<file path="config.mk">
export PLATFORM = sky130hd
export DESIGN_NAME = serial_rx_error_marking_flat
export DESIGN_NICKNAME = d
export VERILOG_FILES = /design/src/sv/srxem_pkg.sv /design/src/sv/srxem_if.sv /design/src/sv/serial_rx_error_marking.sv /design/src/flat_wrapper.sv
export SDC_FILE = /design/constraint.sdc
export NUM_CORES = 1
export LEC_CHECK = 0
export ABC_AREA = 0
export ABC_CLOCK_PERIOD_IN_PS = 11600
export BUFFER_PORTS_ARGS = -buffer_cell sky130_fd_sc_hd__buf_2
export CAP_MARGIN = 20
export CORE_MARGIN = 1
export CORE_UTILIZATION = 50
export DETAILED_ROUTE_END_ITERATION = 10
export PLACE_DENSITY_LB_ADDON = 0.15
export SLEW_MARGIN = 10
export SYNTH_ARGS = -nofsm -noshare
export SYNTH_HDL_FRONTEND = slang
export SYNTH_SLANG_ARGS = --single-unit
</file>
<file path="constraint.sdc">
create_clock -name clk_i -period 11.6 [get_ports clk_i]
set_input_delay 1.74 -clock clk_i [delete_from_list [all_inputs] [get_ports clk_i]]
set_output_delay 1.74 -clock clk_i [all_outputs]
set_load 0.005 [all_outputs]
</file>
<file path="src/sv/srxem_pkg.sv">
`timescale 1ns / 1ps
// srxem_pkg: shared constants, register indexes and item types for the
// serial receive error marking block. No dependencies.
package srxem_pkg;

  localparam int unsigned RING_DEPTH = 1024;
  localparam int unsigned IDX_W      = $clog2(RING_DEPTH);
  localparam int unsigned MARK_W     = IDX_W + 1;
  localparam int unsigned CFG_IDX_W  = 3;
  localparam int unsigned CFG_DATA_W = 11;

  // minimum free slots needed to take a character
  localparam logic [IDX_W-1:0]  MIN_ROOM       = IDX_W'(3);
  localparam logic [7:0]        MARK_BYTE      = 8'hff;
  localparam logic [7:0]        MARK_ZERO      = 8'h00;
  localparam logic [MARK_W-1:0] LOW_MARK_RESET = MARK_W'(16);

  // configuration register indexes
  localparam logic [CFG_IDX_W-1:0] CFG_IGNORE_BREAK      = 3'd0;
  localparam logic [CFG_IDX_W-1:0] CFG_BREAK_INTERRUPT   = 3'd1;
  localparam logic [CFG_IDX_W-1:0] CFG_IGNORE_PARITY     = 3'd2;
  localparam logic [CFG_IDX_W-1:0] CFG_MARK_PARITY       = 3'd3;
  localparam logic [CFG_IDX_W-1:0] CFG_SECURE_ATTENTION  = 3'd4;
  localparam logic [CFG_IDX_W-1:0] CFG_THROTTLE_LOW_MARK = 3'd5;

  typedef struct packed {
    logic [7:0]       rx_byte;
    logic             break_seen;
    logic             framing_error;
    logic             parity_error;
    logic [IDX_W-1:0] reader_position;
  } rx_item_t;

  typedef struct packed {
    logic             store_valid;
    logic [7:0]       store_byte;
    logic [IDX_W-1:0] store_index;
    logic             last_of_run;
    logic             attention_event;
    logic             break_event;
    logic             dropped;
    logic             throttle_request;
  } ring_item_t;

endpackage

</file>
<file path="src/sv/srxem_if.sv">
`timescale 1ns / 1ps
// srxem interfaces: valid/ready channels for received characters, ring
// results and register writes. Depends on srxem_pkg.
interface srxem_rx_if import srxem_pkg::*; ();
  logic     valid;
  logic     ready;
  rx_item_t data;
  modport source (output valid, output data, input ready);
  modport sink (input valid, input data, output ready);
endinterface

interface srxem_ring_if import srxem_pkg::*; ();
  logic       valid;
  logic       ready;
  ring_item_t data;
  modport source (output valid, output data, input ready);
  modport sink (input valid, input data, output ready);
endinterface

interface srxem_cfg_if import srxem_pkg::*; ();
  logic                  valid;
  logic                  ready;
  logic [CFG_IDX_W-1:0]  index;
  logic [CFG_DATA_W-1:0] data;
  modport source (output valid, output index, output data, input ready);
  modport sink (input valid, input index, input data, output ready);
endinterface

</file>
<file path="src/sv/serial_rx_error_marking.sv">
`timescale 1ns / 1ps
// serial_rx_error_marking: receive conditioning for one serial line.
// Each character passes the decode register, then the result register. Throughput:
// one result per cycle while the receiver accepts; a character giving k results
// (1 to 3) holds the decode register until its last result is loaded. Reset:
// asynchronous, active low; clears the write position, valids and configuration
// registers (low mark to 16). Depends on srxem_pkg and the srxem interfaces.
module serial_rx_error_marking import srxem_pkg::*; (
  input  logic           clk_i,
  input  logic           rst_ni,
  srxem_cfg_if.sink      cfg_i,
  srxem_rx_if.sink       items_i,
  srxem_ring_if.source   results_o
);

  // configuration registers
  logic              ignore_break_q, break_interrupt_q, ignore_parity_q;
  logic              mark_parity_q, secure_attention_q;
  logic [MARK_W-1:0] low_mark_q;

  // ring write position
  logic [IDX_W-1:0] wr_q, wr_d;

  // decode register: holds the character while its results go out
  logic       s1_valid_q;
  rx_item_t   s1_item_q;
  logic [1:0] idx_q, idx_d;

  // result register
  logic       out_valid_q;
  ring_item_t out_item_q;

  logic             out_load, s1_done, in_take;
  logic [IDX_W-1:0] free_now, free_after, wr_after;
  logic             no_room, has_err, brk_store_zero, drop;
  logic             attn, bev, thr, is_last;
  logic [7:0]       ch_eff, res_byte;
  logic [1:0]       n_bytes, n_res;

  assign cfg_i.ready = 1'b1;

  always_ff @(posedge clk_i or negedge rst_ni) begin
    if (!rst_ni) begin
      ignore_break_q     <= 1'b0;
      break_interrupt_q  <= 1'b0;
      ignore_parity_q    <= 1'b0;
      mark_parity_q      <= 1'b0;
      secure_attention_q <= 1'b0;
      low_mark_q         <= LOW_MARK_RESET;
    end else if (cfg_i.valid) begin
      case (cfg_i.index)
        CFG_IGNORE_BREAK:      ignore_break_q     <= cfg_i.data[0];
        CFG_BREAK_INTERRUPT:   break_interrupt_q  <= cfg_i.data[0];
        CFG_IGNORE_PARITY:     ignore_parity_q    <= cfg_i.data[0];
        CFG_MARK_PARITY:       mark_parity_q      <= cfg_i.data[0];
        CFG_SECURE_ATTENTION:  secure_attention_q <= cfg_i.data[0];
        CFG_THROTTLE_LOW_MARK: low_mark_q         <= cfg_i.data[MARK_W-1:0];
        default: ;
      endcase
    end
  end

  // free slots, ring depth is a power of two so the wrap is free
  assign free_now = s1_item_q.reader_position - wr_q - IDX_W'(1);
  assign no_room  = free_now < MIN_ROOM;
  assign has_err  = s1_item_q.break_seen | s1_item_q.framing_error | s1_item_q.parity_error;

  // plain break with no special handling stores a zero
  assign brk_store_zero = s1_item_q.break_seen & ~secure_attention_q & ~ignore_break_q
                          & ~break_interrupt_q;

  always_comb begin
    drop = no_room;
    if (!no_room && has_err) begin
      if (s1_item_q.break_seen) begin
        drop = ~secure_attention_q & ignore_break_q;
      end else begin
        drop = ignore_parity_q;
      end
    end
  end

  assign attn = ~no_room & s1_item_q.break_seen & secure_attention_q;
  assign bev  = ~no_room & s1_item_q.break_seen & ~secure_attention_q & ~ignore_break_q
                & break_interrupt_q;

  // byte actually stored for the character itself
  always_comb begin
    ch_eff = s1_item_q.rx_byte;
    if (has_err && (!mark_parity_q || brk_store_zero)) begin
      ch_eff = MARK_ZERO;
    end
  end

  // ring bytes for this character: error mark takes three, escaped 0xff two
  always_comb begin
    if (drop) begin
      n_bytes = 2'd0;
    end else if (has_err) begin
      n_bytes = mark_parity_q ? 2'd3 : 2'd1;
    end else if (mark_parity_q && s1_item_q.rx_byte == MARK_BYTE) begin
      n_bytes = 2'd2;
    end else begin
      n_bytes = 2'd1;
    end
  end

  assign n_res      = drop ? 2'd1 : n_bytes;
  assign is_last    = idx_q == (n_res - 2'd1);
  assign wr_after   = wr_q + IDX_W'(n_bytes);
  assign free_after = s1_item_q.reader_position - wr_after - IDX_W'(1);
  assign thr        = {1'b0, free_after} < low_mark_q;

  // prefix bytes: 0xff,0x00 ahead of an error, 0xff ahead of an escaped 0xff
  always_comb begin
    if (is_last) begin
      res_byte = ch_eff;
    end else if (has_err && idx_q != 2'd0) begin
      res_byte = MARK_ZERO;
    end else begin
      res_byte = MARK_BYTE;
    end
  end

  assign out_load      = s1_valid_q & (~out_valid_q | results_o.ready);
  assign s1_done       = out_load & is_last;
  assign items_i.ready = ~s1_valid_q | s1_done;
  assign in_take       = items_i.valid & items_i.ready;
  assign idx_d         = s1_done ? 2'd0 : (out_load ? idx_q + 2'd1 : idx_q);
  assign wr_d          = s1_done ? wr_after : wr_q;

  always_ff @(posedge clk_i or negedge rst_ni) begin
    if (!rst_ni) begin
      s1_valid_q  <= 1'b0;
      idx_q       <= 2'd0;
      wr_q        <= '0;
      out_valid_q <= 1'b0;
    end else begin
      idx_q <= idx_d;
      wr_q  <= wr_d;
      if (in_take) begin
        s1_valid_q <= 1'b1;
      end else if (s1_done) begin
        s1_valid_q <= 1'b0;
      end
      if (out_load) begin
        out_valid_q <= 1'b1;
      end else if (results_o.ready) begin
        out_valid_q <= 1'b0;
      end
    end
  end

  // payload registers
  always_ff @(posedge clk_i) begin
    if (in_take) begin
      s1_item_q <= items_i.data;
    end
    if (out_load) begin
      if (drop) begin
        out_item_q.store_valid     <= 1'b0;
        out_item_q.store_byte      <= '0;
        out_item_q.store_index     <= '0;
        out_item_q.attention_event <= 1'b0;
        out_item_q.break_event     <= 1'b0;
        out_item_q.dropped         <= 1'b1;
      end else begin
        out_item_q.store_valid     <= 1'b1;
        out_item_q.store_byte      <= res_byte;
        out_item_q.store_index     <= wr_q + IDX_W'(idx_q);
        out_item_q.attention_event <= is_last & attn;
        out_item_q.break_event     <= is_last & bev;
        out_item_q.dropped         <= 1'b0;
      end
      out_item_q.last_of_run      <= is_last;
      // drop leaves the write position alone, so free_after equals free_now
      out_item_q.throttle_request <= thr;
    end
  end

  assign results_o.valid = out_valid_q;
  assign results_o.data  = out_item_q;

endmodule

</file>
<file path="src/flat_wrapper.sv">
// flat-port wrapper written by rule: the top's interface ports become plain ports
module serial_rx_error_marking_flat import srxem_pkg::*;
  (clk_i, rst_ni, cfg_i_valid, cfg_i_index, cfg_i_data, cfg_i_ready, items_i_valid, items_i_data, items_i_ready, results_o_valid, results_o_data, results_o_ready);
  srxem_cfg_if cfg_i_i ();
  srxem_rx_if items_i_i ();
  srxem_ring_if results_o_i ();
  input  logic clk_i;
  input  logic rst_ni;
  input wire logic [$bits(cfg_i_i.valid)-1:0] cfg_i_valid;
  input wire logic [$bits(cfg_i_i.index)-1:0] cfg_i_index;
  input wire logic [$bits(cfg_i_i.data)-1:0] cfg_i_data;
  output wire logic [$bits(cfg_i_i.ready)-1:0] cfg_i_ready;
  input wire logic [$bits(items_i_i.valid)-1:0] items_i_valid;
  input wire logic [$bits(items_i_i.data)-1:0] items_i_data;
  output wire logic [$bits(items_i_i.ready)-1:0] items_i_ready;
  output wire logic [$bits(results_o_i.valid)-1:0] results_o_valid;
  output wire logic [$bits(results_o_i.data)-1:0] results_o_data;
  input wire logic [$bits(results_o_i.ready)-1:0] results_o_ready;
  assign cfg_i_i.valid = cfg_i_valid;
  assign cfg_i_i.index = cfg_i_index;
  assign cfg_i_i.data = cfg_i_data;
  assign cfg_i_ready = cfg_i_i.ready;
  assign items_i_i.valid = items_i_valid;
  assign items_i_i.data = items_i_data;
  assign items_i_ready = items_i_i.ready;
  assign results_o_valid = results_o_i.valid;
  assign results_o_data = results_o_i.data;
  assign results_o_i.ready = results_o_ready;
  serial_rx_error_marking u_core (.clk_i(clk_i), .rst_ni(rst_ni), .cfg_i(cfg_i_i), .items_i(items_i_i), .results_o(results_o_i));
endmodule
</file>
---- Word-level counts from Yosys, hierarchy flattened ----
Cells that the tools add are included.
cells by class
  add/sub/neg operators ................... 8
  $lt $le $gt $ge ......................... 2
  equality and inequality tests ........... 7
  muxes and demuxes ....................... 18
  bitwise operators ....................... 24
  reductions and logical operators ........ 18
operator list
  kind                   count
  $mux 8                 3
  $add 10x2->10          2
  $sub 10x1->10 const B  2
  $sub 10x10->10         2
  $mux 19                1
  $and 1x1->1            14
  $mux 2                 7
  $reduce_and 2->1       6
  $lt 10x11->1           1
  $lt 10x2->1 const B    1
  $eq 8x8->1 const B     1
  $reduce_bool 2->1      4
  $mux 1                 7
  $eq 3x2->1 const B     2
  $eq 3x3->1 const B     2
  $not 1->1              6
  $logic_and 1x1->1      4
  $or 1x1->1             4
  $eq 3x1->1 const B     1
  $logic_not 3->1        1
  $add 2x1->2 const B    1
  $eq 2x2->1             1
  $logic_not 1->1        2
  $sub 2x1->2 const B    1
  $logic_or 1x1->1       1
storage, ports and cells
  register bits after elaboration ......... 75
  input bits .............................. 40
  output and inout port bits .............. 27

---- Depth between registers and ports, before layout ----
  depth in word-level cells ............... 14
  gate-level depth with buffers ........... 29
  gate-level depth less buffers ........... 28

---- Worst setup path before layout ----
Ideal clock, no wire load.
  kind .................................... flip-flop to flip-flop
  from .................................... register u_core.wr_q[0]
  to ...................................... register u_core.out_item_q, in the netlist u_core.results_o.data[0] (data pin)
  data arrival time ....................... 5588 ps
  slack ................................... 5755 ps
  cell stages (with the launch flop) ...... 29
  buffers on the path ..................... 1
  cell sequence ........................... dfrtp_1 > inv_1 > ha_1 > inv_1 > fa_1 > nor2b_1 > a2111oi_0 > nand3_1 > nor4_4 > a21oi_2 > inv_1 > clkbuf_1 > nor2_1 > ha_1 > fa_1 > inv_1 > ha_1 > a21o_1 > a21o_1 > a22oi_1 > a31oi_1 > maj3_1 > a21oi_1 > o21bai_1 > a21oi_1 > xnor2_1 > ha_1 > o2111ai_1 > o22a_1
on the way
  cells in the longest elaborated chain, start to end .. 11
ends and longest elaborated chain
  item                          line                            text
  start, declared               serial_rx_error_marking.sv:22   logic [IDX_W-1:0] wr_q, wr_d;
  start signal, assigned        serial_rx_error_marking.sv:140  wr_q <= wr_d;
  $sub 10x10->10 *              serial_rx_error_marking.sv:64   assign free_now = s1_item_q.reader_position - wr_q - IDX_W'(1);
  $sub 10x1->10 *               serial_rx_error_marking.sv:64
  $lt 10x2->1 *                 serial_rx_error_marking.sv:65   assign no_room = free_now < MIN_ROOM;
  $logic_not 1->1               serial_rx_error_marking.sv:74   if (!no_room && has_err) begin
  $logic_and 1x1->1             serial_rx_error_marking.sv:74
  $mux 1 *                      serial_rx_error_marking.sv:74
  named net u_core.drop         serial_rx_error_marking.sv:35   logic no_room, has_err, brk_store_zero, drop;
  $mux 2 *                      serial_rx_error_marking.sv:97   if (drop) begin
  $add 10x2->10 *               serial_rx_error_marking.sv:110  assign wr_after = wr_q + IDX_W'(n_bytes);
  named net u_core.wr_after[1]  serial_rx_error_marking.sv:34   logic [IDX_W-1:0] free_now, free_after, wr_after;
  $sub 10x10->10 *              serial_rx_error_marking.sv:111  assign free_after = s1_item_q.reader_position - wr_after - IDX_W'(1);
  $sub 10x1->10 *               serial_rx_error_marking.sv:111
  $lt 10x11->1 *                serial_rx_error_marking.sv:112  assign thr = {1'b0, free_after} < low_mark_q;
  named net u_core.thr          serial_rx_error_marking.sv:36   logic attn, bev, thr, is_last;
  end, declared                 serial_rx_error_marking.sv:31   ring_item_t out_item_q;
The timed path passes the listed nets; every way through them passes the cells marked *.
A chain may end at the register's enable or synchronous reset.

---- Worst setup path after layout ----
  from .................................... register u_core.wr_q[5]
  to ...................................... register u_core.out_item_q, in the netlist u_core.results_o.data[0] (data pin)
on the way
  cells in the longest elaborated chain, start to end .. 11
ends and longest elaborated chain
  item                          line
  $sub 10x10->10 *              serial_rx_error_marking.sv:64
  $sub 10x1->10 *               serial_rx_error_marking.sv:64
  $lt 10x2->1 *                 serial_rx_error_marking.sv:65
  $logic_not 1->1               serial_rx_error_marking.sv:74
  $logic_and 1x1->1             serial_rx_error_marking.sv:74
  $mux 1 *                      serial_rx_error_marking.sv:74
  $mux 2 *                      serial_rx_error_marking.sv:97
  $add 10x2->10 *               serial_rx_error_marking.sv:110
  named net u_core.wr_after[1]  serial_rx_error_marking.sv:34
  $sub 10x10->10 *              serial_rx_error_marking.sv:111
  $sub 10x1->10 *               serial_rx_error_marking.sv:111
  $lt 10x11->1 *                serial_rx_error_marking.sv:112
  named net u_core.thr          serial_rx_error_marking.sv:36
Marked as above.

==> qor.yml <==
setup_path:
  max_stage_delay_ns: 0.55
  worst-path-buf-inv: 3
  r2r-end: "u_core.results_o.data[0]"
  start_kind: "flip-flop"
  critPathArrivalTime_ns: 6.58
  crit_family: "compound AO/OA/AOI/OAI gates"
  cp.required_ns: 11.71
  path_max_fanout: 13
  critPathKind: "flip-flop to flip-flop"
  crit_slowest_cell: "dfrtp_1"
  rrSetupSlack_ns: 5.13
  endpoint_kind: "flip-flop"
  reg2regPathDepth: 26
  reg2reg_from: "u_core.wr_q[5]"
drt:
  vias_per_cell: 5.35
  wl_um: 8630
  drtAntennaViolNets: 0
  drt-pass1-iter-count: 4
  via_count: 3063
  drc: 0
  drt-initial-drc-count: 204
  wl_per_cell_um: 15.1
worst_hold_path:
  hp-class: "flip-flop to flip-flop"
  hp-start: "u_core.low_mark_q[5]"
  min_path_cells: 1
  min_to: "u_core.low_mark_q[5]"
synthesis:
  ys_ff_latch: 75
  yosysTopAreaCellShare_pct: 31.2
  netlist_top_cells_count: "edfxtp_1, nor2_1, xnor2_1, inv_1"
  synthesis.nets: 464
  synth-edff-count: 45
  avgSynthCellArea_um2: 11.1
  syn_area_um2: 4330
  synth_seq_area_share_pct: 48.5
  yosys.area.top_type: "edfxtp_1"
  async_flop_share_pct: 40.0
  ys_warn_count: 0
  ys_top_cells_by_area: "edfxtp_1, dfrtp_1, ha_1"
  synth.most_common_cell: "edfxtp_1"
  synth_cell_types: 65
  synthCells: 391
  synth-main-ff-cell: "edfxtp_1"
finish:
  syn2layout_area_growth_pct: 14.9
  diodes: 0
  drive_gt1_share_pct: 24.6
  layout.cells.non_filler: 572
  final_net_count: 535
global_route:
  grtUsageTotal_pct: 20.7
  overflow: 0
  antenna_found_initial: 0
  grt_pass1_wl_um: 13900
  grt_max_degree: 32
  grt_pass1_vias: 2919
sta:
  max_slew_margin_pct: 54.7
  hold_viol: 0
  fmax_mhz: 155
  period_share_pct: 55.8
  skew_ns: 0.0167
  setup_viol: 0
  fin_crit_ns: 6.47
  slew_viol_final: 0
  tightest_slew_ns: 0.680
  rsz0062_at_grt: "false"
  tns_ns: 0
clock_network:
  clk_latency_ns: 0.35
  cts_buffers: 9
  clockRootBuffer: "clkbuf_8"
  clk_pin_slew_ns: 0.08
  ctsHoldBuffers: 0
  cts_setup_buffers: 0
  clock_path_buffers: 2
  cts_tree: "yes"
  cts_resized: 0
  htreeDepth: 3
  cts_sinks: 75
placed_design:
  dp.cells: 555
  hpwl_um: 6700
  io_buffers: 65
  gp_congestion: 0.857
die:
  die_h_um: 95.1
  initial_core_util_pct: 52.2
  io-pin-count: 67
  dieArea_um2: 9040
  core_um2: 8300
  die_w_um: 95.1
  core.rowCount: 33
pwr:
  power_density_nw_per_um2: 270
  ir_worst_vdd_uv: 110
  leakagePower_nw: 2.10
job:
  drv_cap: 0
run_status:
  outcome: "finished clean"
==> registers in the layout, summed over array words and instances (netlist names) <==
name and flops:
u_core.ignore_parity_q 1, u_core.secure_attention_q 1, u_core.s1_item_q 21, u_core.mark_parity_q 1, u_core.break_interrupt_q 1, u_core.s1_valid_q 1
u_core.idx_q 2, u_core.low_mark_q 11, u_core.ignore_break_q 1, u_core.results_o.valid 1, u_core.results_o.data 24, u_core.wr_q 10
==> cell usage in the layout (no fill, tap or decap), drive strengths merged, types with 7 or more instances in the layout <==
cell type / count
buf: 67
nor2: 35
edfxtp: 45
inv: 35
clkbuf: 9
dfrtp: 29
o21ai: 18
a21o: 9
a21oi: 20
nand2: 20
nand3: 13
mux2: 16
xnor2: 32
ha: 29
nand2b: 7
nor3: 10
==> final cells by class <==
cell class	instances	area, um^2
Inverter	34	130
Sequential cell	75	2100
Clock inverter	7	75.1
Timing Repair Buffer	67	344
Clock buffer	9	124
Tap cell	105	131
Multi-Input combinational cell	275	2070
Fill cell	720	3320
==> report_power, final <==
| group | leakage, nW | internal (mW) | switching (mW) |
|---|---|---|---|
| Clock | 0.0992 | 0.101 | 0.102 |
| Sequential | 0.782 | 0.387 | 0.0544 |
| Combinational | 1.22 | 0.309 | 0.389 |
| Total | 2.10 | 0.797 | 0.546 |
==> layer usage <==
layer  part of all wire [%]  track usage, %
met1                     47            28.5
met2                     46            32.0
met3                    4.4            3.91
met4                    2.2            8.71
met5                      0               0
==> worst max path at each step <==
stage / from / end / cells after the start
floorplan: u_core.wr_q[0] / u_core.results_o.data[0] / 28
global placement: u_core.wr_q[0] / u_core.results_o.data[0] / 27
detailed placement: u_core.wr_q[2] / u_core.results_o.data[0] / 26
CTS: u_core.wr_q[2] / u_core.results_o.data[0] / 26
global route: u_core.wr_q[0] / u_core.results_o.data[0] / 28
finish: u_core.wr_q[5] / u_core.results_o.data[0] / 26
==> worst register-to-register path: stages (launching register included) <==
cell,delay [ns]
dfrtp_1,0.55
inv_1,0.11
ha_1,0.37
or2_2,0.34
nand3_1,0.09
a21oi_1,0.06
or3_1,0.36
a21oi_1,0.32
a21oi_2,0.23
inv_1,0.35
nor2_1,0.10
ha_1,0.22
fa_1,0.51
inv_1,0.09
ha_1,0.29
a21o_1,0.17
a21o_1,0.20
a22oi_1,0.15
a31oi_1,0.15
maj3_1,0.35
a21oi_1,0.24
o21bai_1,0.09
a21oi_1,0.17
xnor2_1,0.09
ha_1,0.30
o2111ai_1,0.11
o22a_1,0.20
==> metrics by stage <==
step / total power [mW] / worst slack [ns] / utilization (%) / hold WS, ns / area [um^2]
final: 1.34 / 5.13 / 60.0 / 0.506 / 4980
after global routing: 1.46 / 4.59 / 60.0 / 0.534 / 4980
after CTS: 1.35 / 5.10 / 59.9 / 0.514 / 4970
after detailed placement: 1.14 / 5.12 / 57.5 / 0.497 / 4770
after global placement: 1.13 / 5.29 / 57.5 / 0.490 / 4770
after floorplan: 0.960 / 5.76 / - / 0.479 / 4330
==> cell families (layout without fill, tap and decap cells) <==
family                     after synthesis  after routing  synth area share (%)
and+or+nand+nor                        112            112                  13.2
DFF                                     75             75                  48.5
AOI/OAI and AO/OA                       70             70                  11.0
buffers and inverters                   41            117                  3.72
xor gates and xnor gates                37             37                  7.65
adders and majority gates               36             36                  11.0
muxes                                   19             19                  4.85
other                                    1              1                0.0865
Note: power is estimated with default switching activity, not from simulation.
